**config.mk**
```make
export PLATFORM = sky130hd
export DESIGN_NAME = hid_response_report_checker_unit
export DESIGN_NICKNAME = d
export VERILOG_FILES = /design/src/design/hrrc_pkg.sv /design/src/design/hid_response_report_checker_unit.sv
export SDC_FILE = /design/constraint.sdc
export NUM_CORES = 1
export LEC_CHECK = 0
export BUFFER_PORTS_ARGS = -buffer_cell sky130_fd_sc_hd__clkbuf_2
export CELL_PAD_IN_SITES_DETAIL_PLACEMENT = 1
export CELL_PAD_IN_SITES_GLOBAL_PLACEMENT = 2
export CORE_UTILIZATION = 34
export CTS_CLUSTER_DIAMETER = 60
export DETAILED_ROUTE_END_ITERATION = 16
export PLACE_DENSITY_LB_ADDON = 0.1
export SKIP_CTS_REPAIR_TIMING = 1
export SLEW_MARGIN = 20
export SYNTH_ARGS = -nofsm -noshare
export SYNTH_HDL_FRONTEND = slang
export SYNTH_SLANG_ARGS = --single-unit
export TNS_END_PERCENT = 20
```
**constraint.sdc**
```tcl
create_clock -name clk -period 2.62 [get_ports clk]
set_input_delay 0.262 -clock clk [delete_from_list [all_inputs] [get_ports clk]]
set_output_delay 0.262 -clock clk [all_outputs]
set_load 0.02 [all_outputs]
```
**src/design/hrrc_pkg.sv**
```systemverilog
// Package for the response report checker: word types, offsets, limits,
// verdict codes and configuration register indexes.
// No dependencies.
package hrrc_pkg;

  // Report geometry
  localparam int unsigned REPORT_BYTES = 90;
  localparam int unsigned MAX_PAYLOAD  = 80;

  localparam logic [7:0] LAST_POS      = 8'(REPORT_BYTES - 1);
  localparam logic [7:0] MAX_PAYLOAD_B = 8'(MAX_PAYLOAD);
  localparam logic [7:0] COUNT_SAT     = 8'd255;

  // Byte offsets inside a report
  localparam logic [7:0] OFS_STATUS   = 8'd0;
  localparam logic [7:0] OFS_TRANS    = 8'd1;
  localparam logic [7:0] OFS_XOR_LO   = 8'd2;
  localparam logic [7:0] OFS_BYTE4    = 8'd4;
  localparam logic [7:0] OFS_SIZE     = 8'd5;
  localparam logic [7:0] OFS_CLASS    = 8'd6;
  localparam logic [7:0] OFS_COMMAND  = 8'd7;
  localparam logic [7:0] OFS_CHECKSUM = 8'd88;

  // Device status codes at offset zero
  localparam logic [7:0] STATUS_BUSY        = 8'd1;
  localparam logic [7:0] STATUS_OK          = 8'd2;
  localparam logic [7:0] STATUS_IO_ERROR    = 8'd3;
  localparam logic [7:0] STATUS_TIMEOUT     = 8'd4;
  localparam logic [7:0] STATUS_UNSUPPORTED = 8'd5;

  // Verdict codes
  localparam logic [2:0] VERDICT_OK          = 3'd0;
  localparam logic [2:0] VERDICT_BUSY        = 3'd1;
  localparam logic [2:0] VERDICT_PROTOCOL    = 3'd2;
  localparam logic [2:0] VERDICT_IO_ERROR    = 3'd3;
  localparam logic [2:0] VERDICT_TIMEOUT     = 3'd4;
  localparam logic [2:0] VERDICT_UNSUPPORTED = 3'd5;

  // Configuration register indexes
  localparam logic [2:0] CFG_IDX_TRANSACTION = 3'd0;
  localparam logic [2:0] CFG_IDX_BYTE_FOUR   = 3'd1;
  localparam logic [2:0] CFG_IDX_CLASS       = 3'd2;
  localparam logic [2:0] CFG_IDX_COMMAND     = 3'd3;
  localparam logic [2:0] CFG_IDX_MIN_PAYLOAD = 3'd4;

  localparam logic [7:0] CLASS_RESET = 8'd13;

  typedef struct packed {
    logic [7:0] rx_byte;
    logic       last_byte;
  } in_word_t;

  typedef struct packed {
    logic [2:0] verdict;
    logic [7:0] payload_size;
  } out_word_t;

endpackage

```
**src/design/hid_response_report_checker_unit.sv**
```systemverilog
// Top level of the response report checker: input register, per-report
// state, verdict logic and result register. Uses hrrc_pkg.
// Timing: a byte is registered in the input register at acceptance and folded from there;
// the verdict word is loaded into the result register when the last byte is folded.
// Throughput: one byte per cycle, bounded only by the result register
// draining when a report ends.
// Reset (synchronous, rst_n low): counters and XOR cleared, expected class
// set to 13, other configuration and report-state registers zero, both channels empty.
module hid_response_report_checker_unit (
  input  logic               clk,
  input  logic               rst_n,
  input  logic               in_valid,
  output logic               in_stall,
  input  hrrc_pkg::in_word_t in_data,
  output logic               out_valid,
  input  logic               out_stall,
  output hrrc_pkg::out_word_t out_data,
  input  logic               cfg_we,
  input  logic [2:0]         cfg_index,
  input  logic [7:0]         cfg_wdata
);

  // Configuration registers
  logic [7:0] exp_trans_r, exp_byte4_r, exp_class_r, exp_command_r;
  logic [6:0] min_payload_r;

  always_ff @(posedge clk) begin
    if (!rst_n) begin
      exp_trans_r   <= '0;
      exp_byte4_r   <= '0;
      exp_class_r   <= hrrc_pkg::CLASS_RESET;
      exp_command_r <= '0;
      min_payload_r <= '0;
    end else if (cfg_we) begin
      case (cfg_index)
        hrrc_pkg::CFG_IDX_TRANSACTION: exp_trans_r   <= cfg_wdata;
        hrrc_pkg::CFG_IDX_BYTE_FOUR:   exp_byte4_r   <= cfg_wdata;
        hrrc_pkg::CFG_IDX_CLASS:       exp_class_r   <= cfg_wdata;
        hrrc_pkg::CFG_IDX_COMMAND:     exp_command_r <= cfg_wdata;
        hrrc_pkg::CFG_IDX_MIN_PAYLOAD: min_payload_r <= cfg_wdata[6:0];
        default: ;
      endcase
    end
  end

  // Input register and handshake
  logic               s1_valid_r;
  hrrc_pkg::in_word_t s1_word_r;
  logic               out_valid_r;
  hrrc_pkg::out_word_t out_word_r;
  logic               out_free;
  logic               s1_go;
  logic               in_accept;

  assign out_free  = !out_valid_r || !out_stall;
  assign s1_go     = s1_valid_r && (!s1_word_r.last_byte || out_free);
  assign in_stall  = s1_valid_r && !s1_go;
  assign in_accept = in_valid && !in_stall;

  always_ff @(posedge clk) begin
    if (!rst_n) begin
      s1_valid_r <= 1'b0;
    end else if (in_accept) begin
      s1_valid_r <= 1'b1;
    end else if (s1_go) begin
      s1_valid_r <= 1'b0;
    end
  end

  always_ff @(posedge clk) begin
    if (in_accept) begin
      s1_word_r <= in_data;
    end
  end

  // Per-report state
  logic [7:0] byte_count_r, byte_count_nxt;
  logic [7:0] running_xor_r, running_xor_nxt;
  logic [7:0] status_byte_r, status_byte_nxt;
  logic [7:0] size_byte_r, size_byte_nxt;
  logic       mismatch_r, mismatch_nxt;
  logic [2:0] verdict;
  logic [7:0] b;
  logic [7:0] pos;
  logic       length_ok;

  // Fold the registered byte into the report state
  always_comb begin
    b               = s1_word_r.rx_byte;
    pos             = byte_count_r;
    status_byte_nxt = status_byte_r;
    size_byte_nxt   = size_byte_r;
    running_xor_nxt = running_xor_r;
    mismatch_nxt    = mismatch_r;
    case (pos)
      hrrc_pkg::OFS_STATUS:   status_byte_nxt = b;
      hrrc_pkg::OFS_TRANS:    if (b != exp_trans_r) mismatch_nxt = 1'b1;
      hrrc_pkg::OFS_BYTE4:    if (b != exp_byte4_r) mismatch_nxt = 1'b1;
      hrrc_pkg::OFS_SIZE:     size_byte_nxt = b;
      hrrc_pkg::OFS_CLASS:    if (b != exp_class_r) mismatch_nxt = 1'b1;
      hrrc_pkg::OFS_COMMAND:  if (b != exp_command_r) mismatch_nxt = 1'b1;
      hrrc_pkg::OFS_CHECKSUM: if (b != running_xor_r) mismatch_nxt = 1'b1;
      default: ;
    endcase
    if (pos >= hrrc_pkg::OFS_XOR_LO && pos < hrrc_pkg::OFS_CHECKSUM) begin
      running_xor_nxt = running_xor_r ^ b;
    end
    byte_count_nxt = (byte_count_r == hrrc_pkg::COUNT_SAT) ? byte_count_r
                                                           : byte_count_r + 8'd1;
    length_ok = (byte_count_r != hrrc_pkg::COUNT_SAT) && (pos == hrrc_pkg::LAST_POS);
  end

  // Judge the report from the updated state
  always_comb begin
    if ({1'b0, min_payload_r} > hrrc_pkg::MAX_PAYLOAD_B) begin
      verdict = hrrc_pkg::VERDICT_PROTOCOL;
    end else if (!length_ok || size_byte_nxt > hrrc_pkg::MAX_PAYLOAD_B) begin
      verdict = hrrc_pkg::VERDICT_PROTOCOL;
    end else if (mismatch_nxt) begin
      verdict = hrrc_pkg::VERDICT_PROTOCOL;
    end else begin
      case (status_byte_nxt)
        hrrc_pkg::STATUS_BUSY:        verdict = hrrc_pkg::VERDICT_BUSY;
        hrrc_pkg::STATUS_OK:          verdict = (size_byte_nxt < {1'b0, min_payload_r})
                                                ? hrrc_pkg::VERDICT_PROTOCOL
                                                : hrrc_pkg::VERDICT_OK;
        hrrc_pkg::STATUS_IO_ERROR:    verdict = hrrc_pkg::VERDICT_IO_ERROR;
        hrrc_pkg::STATUS_TIMEOUT:     verdict = hrrc_pkg::VERDICT_TIMEOUT;
        hrrc_pkg::STATUS_UNSUPPORTED: verdict = hrrc_pkg::VERDICT_UNSUPPORTED;
        default:                      verdict = hrrc_pkg::VERDICT_PROTOCOL;
      endcase
    end
  end

  // Advance the state; clear it at the end of a report
  always_ff @(posedge clk) begin
    if (!rst_n) begin
      byte_count_r  <= '0;
      running_xor_r <= '0;
      status_byte_r <= '0;
      size_byte_r   <= '0;
      mismatch_r    <= 1'b0;
    end else if (s1_go) begin
      if (s1_word_r.last_byte) begin
        byte_count_r  <= '0;
        running_xor_r <= '0;
        status_byte_r <= '0;
        size_byte_r   <= '0;
        mismatch_r    <= 1'b0;
      end else begin
        byte_count_r  <= byte_count_nxt;
        running_xor_r <= running_xor_nxt;
        status_byte_r <= status_byte_nxt;
        size_byte_r   <= size_byte_nxt;
        mismatch_r    <= mismatch_nxt;
      end
    end
  end

  // Result register: load a verdict word, drop it once taken
  always_ff @(posedge clk) begin
    if (!rst_n) begin
      out_valid_r <= 1'b0;
    end else if (s1_go && s1_word_r.last_byte) begin
      out_valid_r <= 1'b1;
    end else if (!out_stall) begin
      out_valid_r <= 1'b0;
    end
  end

  always_ff @(posedge clk) begin
    if (s1_go && s1_word_r.last_byte) begin
      out_word_r.verdict      <= verdict;
      out_word_r.payload_size <= size_byte_nxt;
    end
  end

  assign out_valid = out_valid_r;
  assign out_data  = out_word_r;

  // Assertions
  a_clear_after_last: assert property (@(posedge clk) disable iff (!rst_n)
    s1_go && s1_word_r.last_byte |=> byte_count_r == 8'd0 && !mismatch_r)
    else $error("report state not cleared after last byte");

  a_stall_needs_word: assert property (@(posedge clk) disable iff (!rst_n)
    in_stall |-> s1_valid_r && s1_word_r.last_byte && out_valid_r)
    else $error("input stalled without a pending report end");

  a_count_step: assert property (@(posedge clk) disable iff (!rst_n)
    s1_go && !s1_word_r.last_byte && byte_count_r != hrrc_pkg::COUNT_SAT
    |=> byte_count_r == $past(byte_count_r) + 8'd1)
    else $error("byte counter did not advance");

  a_verdict_range: assert property (@(posedge clk) disable iff (!rst_n)
    out_valid_r |-> out_word_r.verdict <= hrrc_pkg::VERDICT_UNSUPPORTED)
    else $error("verdict code out of range");

endmodule

```
==> results.txt <==
----------------------------------------------------
[Worst setup path]
  Number of buffers and inverters on the critical path ... 3
  Critical path, cell by cell ... buf_4 -> buf_4 -> ha_4 -> nand3_4 -> mux2i_1 -> inv_1 -> ha_4 -> nand3_2 -> o22ai_2 -> nor3_1 -> a211o_1 -> a221o_1
  Critical path arrival ... 2.90 ns
  Delay of the slowest cell on the worst path ... 0.32 ns
  Crit path max fanout ... 6
  Start-to-end type of the worst setup path ... flop to flop
  CP required ... 2.72 ns
  CP startpoint kind ... flop
  Family with the most delay on the worst path ... compound AO/OA/AOI/OAI gates
  Slowest stage cell, crit path ... sky130_fd_sc_hd__dfxtp_2
  Kind of capture point of the worst setup path ... flop

[Timing]
  Final worst setup slack ... -0.172 ns
  Setup-failing EPs final ... 1
  Rel. slew slack ... 48.7%
  Setup Skew ... 0.00845 ns
  RSZ-0062 raised after global routing ... yes
  Final critical delay including setup and external delays ... 2.79 ns
  Final hold vios ... 0
  Portion of the clock cycle consumed by the worst path in the final layout ... 107%
  Slew @ Worst Pin ... 0.768 ns
  Pins over their slew limit ... 0
  Highest achievable clock rate ... 0.358 GHz

[Synthesis]
  Post-synth EDFFs ... 20
  Most repeated cell in the gate-level netlist after synthesis ... sky130_fd_sc_hd__nand2_1
  Average size of a mapped cell ... 9.42 um2
  Share of Yosys cell area claimed by the top area cell type ... 32.8%
  Number of instances in the synthesized netlist ... 480
  Synthesized cell area ... 4520 um2
  Library cell occupying the most area in the post-synthesis netlist ... sky130_fd_sc_hd__dfxtp_1
  Most used flip-flop cell after synthesis ... sky130_fd_sc_hd__dfxtp_1
  Unique cell type count in the Yosys netlist ... 57
  Sequential cell area fraction in the yosys report ... 46.1%
  Yosys Warn Count ... 0
  Share of flip-flops with an asynchronous set or reset ... 0%
  Most area-consuming cells after synthesis ... sky130_fd_sc_hd__dfxtp_1, sky130_fd_sc_hd__edfxtp_1, sky130_fd_sc_hd__nand2_1, sky130_fd_sc_hd__mux2i_1, sky130_fd_sc_hd__nor2b_1
  Number of storage elements in the synthesis netlist ... 94
  Syn_nets ... 515
  List of most frequent post-synthesis cells ... sky130_fd_sc_hd__nand2_1, sky130_fd_sc_hd__dfxtp_1, sky130_fd_sc_hd__nor2b_1

[Die]
  Site row count ... 41
  Die extent in x ... 117 um
  I/O pin count ... 38
  Area of the core ... 12800 um2
  Floorplan die height ... 117 um
  Total die area ... 13800 um2
  Starting density of the core ... 35.4%

[Global route]
  Total global routing overflow ... 0
  First-pass GRT wire length ... 21700 um
  Largest net degree at the start of global routing ... 29
  Via count of the first global-routing pass ... 3739
  Number of antenna violations at the first check in global routing ... 0
  All-layer global routing usage ... 22.0%

[Worst hold path]
  HP Class ... primary input to flop

[Clock network]
  Number of sinks handled by clock tree synthesis ... 94
  Clock root buffer ... sky130_fd_sc_hd__clkbuf_16
  Source-to-sink clock delay at the later pin of the worst-skew pair ... 0.35 ns
  CTS HTree Levels ... 3
  Clock slew at reported path FFs ... 0.06 ns
  CTS tree ... done
  Number of buffers between clock root and the deepest sink ... 2
  Clock buffer count from CTS ... 9

[Final layout]
  Core occupancy in the finished layout ... 45.7%
  Number of standard cells in the final layout excluding fillers ... 747
  Count of antenna diodes in the layout ... 0
  Post-layout nets ... 606
  Count of filler cells inserted in the layout ... 1469
  Footprint of the multi-input gates ... 2530 um2
  Sequential cell area ... 2080 um2
  Relative area change from synthesis to final layout ... 29.1%
  Proportion of layout cells with a drive suffix above 1 ... 29.4%

[Placement]
  Last weighted congestion value of the routability-driven placer ... 0.798
  PortBufs ... 37
  Cell count after placement ... 721
  Placed wire-length estimate ... 10600 um

[Routing]
  Average via count per standard cell ... 5.16
  Number of violations reported at the end of detailed-routing iteration 0 ... 208
  DR DRC count ... 0
  Total routed wirelength ... 14400 um
  WL per Instance ... 19.3 um
  Antenna viol nets, final ... 0
  Vias after detailed routing ... 3857
  TritonRoute pass-1 iters ... 5

[Power]
  P_leak ... 2.17 nW
  Power per standard cell area ... 519 nW/um2
  Worst voltage drop across the vdd grid ... 0.000286 V

[Flow run]
  Max Cap Violations ... 0

[Status]
  Violated checks ... setup timing
  Status ... finished with violations

----------------------------------------------------
==> state kept, by name (all words and copies together), names as in the netlist, 7 cells and up <==
signal,flops
exp_class_r,8
byte_count_r,8
exp_command_r,8
running_xor_r,8
size_byte_r,8
exp_trans_r,8
out_data,11
b,8
status_byte_r,8
exp_byte4_r,8
min_payload_r,7
==> layout make-up <==
type	instances	share of cell area, %
clock buffer	11	3.99
clock inverter	4	0.429
inverter	17	1.09
multi-input combinational	347	43.3
sequential	94	35.7
tap	172	3.69
timing repair buffer	102	11.7
==> layer usage <==
| layer | up-vias | part of all wire (%) | GRT usage, % |
|---|---|---|---|
| met5 | - | 0 | 0 |
| met4 | 0 | 1.5 | 6.50 |
| met3 | 15 | 3.4 | 4.84 |
| met2 | 66 | 48 | 35.3 |
| met1 | 1901 | 47 | 29.6 |
| li1 | 1875 | - | - |
==> path summary, 6_finish.rpt <==
| kind | start | to | slack (ns) | cells past startpoint |
|---|---|---|---|---|
| hold reg to reg | mismatch_r | mismatch_r | 0.48 | 2 |
| setup reg to reg | byte_count_r[0] | out_data[9] | -0.17 | 12 |
| hold / removal | in_data[2] | b[1] | 0.08 | 1 |
| setup / recovery | byte_count_r[0] | out_data[9] | -0.17 | 12 |
==> power breakdown <==
part           switching (mW)  total, mW  internal, mW
registers              0.0351       1.55          1.51
logic                   0.162      0.279         0.116
clock network           0.559       1.20         0.638
total                   0.756       3.02          2.27
==> cell families after synthesis <==
family                     count (synthesis)  synth area share, %
adders and majority gates                 10                 2.77
DFF                                       94                 46.1
AOI/OAI and AO/OA                         91                 14.8
muxes                                     24                 5.43
xor gates and xnor gates                  13                 2.52
and+or+nand+nor                          209                 24.8
buffers and inverters                     39                 3.60
==> cell usage in the layout (no fill, tap or decap), drive strengths merged, types with 2 or more instances in the layout <==
master / count
a21boi: 23
a21oi: 18
a221o: 2
a222oi: 8
a22oi: 11
a2bb2oi: 8
and2: 8
and3: 11
and3b: 2
buf: 65
clkbuf: 48
clkinv: 3
dfxtp: 74
edfxtp: 20
ha: 10
inv: 18
mux2: 4
mux2i: 20
nand2: 83
nand3: 21
nand3b: 2
nand4: 3
nor2: 24
nor2b: 30
nor3: 8
nor4: 5
o21a: 2
o21ai: 11
or3: 3
or4: 3
xnor2: 3
xor2: 10
==> worst reg2reg max path: stages, from the launching register on <==
cell and delay [ns]:
sky130_fd_sc_hd__dfxtp_2 0.32, sky130_fd_sc_hd__buf_4 0.13, sky130_fd_sc_hd__buf_4 0.15, sky130_fd_sc_hd__ha_4 0.17, sky130_fd_sc_hd__nand3_4 0.18, sky130_fd_sc_hd__mux2i_1 0.27
sky130_fd_sc_hd__inv_1 0.12, sky130_fd_sc_hd__ha_4 0.29, sky130_fd_sc_hd__nand3_2 0.09, sky130_fd_sc_hd__o22ai_2 0.17, sky130_fd_sc_hd__nor3_1 0.06, sky130_fd_sc_hd__a211o_1 0.29
sky130_fd_sc_hd__a221o_1 0.29
==> through the flow <==
stage	instance area, um2	hold slack, ns	setup TNS (ns)	power [mW]	setup WS, ns
2_1_floorplan	4530	0.361	-0.160	1.71	-0.160
3_3_place_gp	5230	0.444	-0.461	1.84	-0.182
3_5_place_dp	5230	0.443	-0.484	1.84	-0.218
4_1_cts	5490	0.0817	-0.554	3.03	-0.238
5_1_grt	5830	0.0744	-0.542	3.13	-0.285
6_report	5830	0.0848	-0.172	3.02	-0.172
No activity file was read; power rests on OpenSTA's default activity.
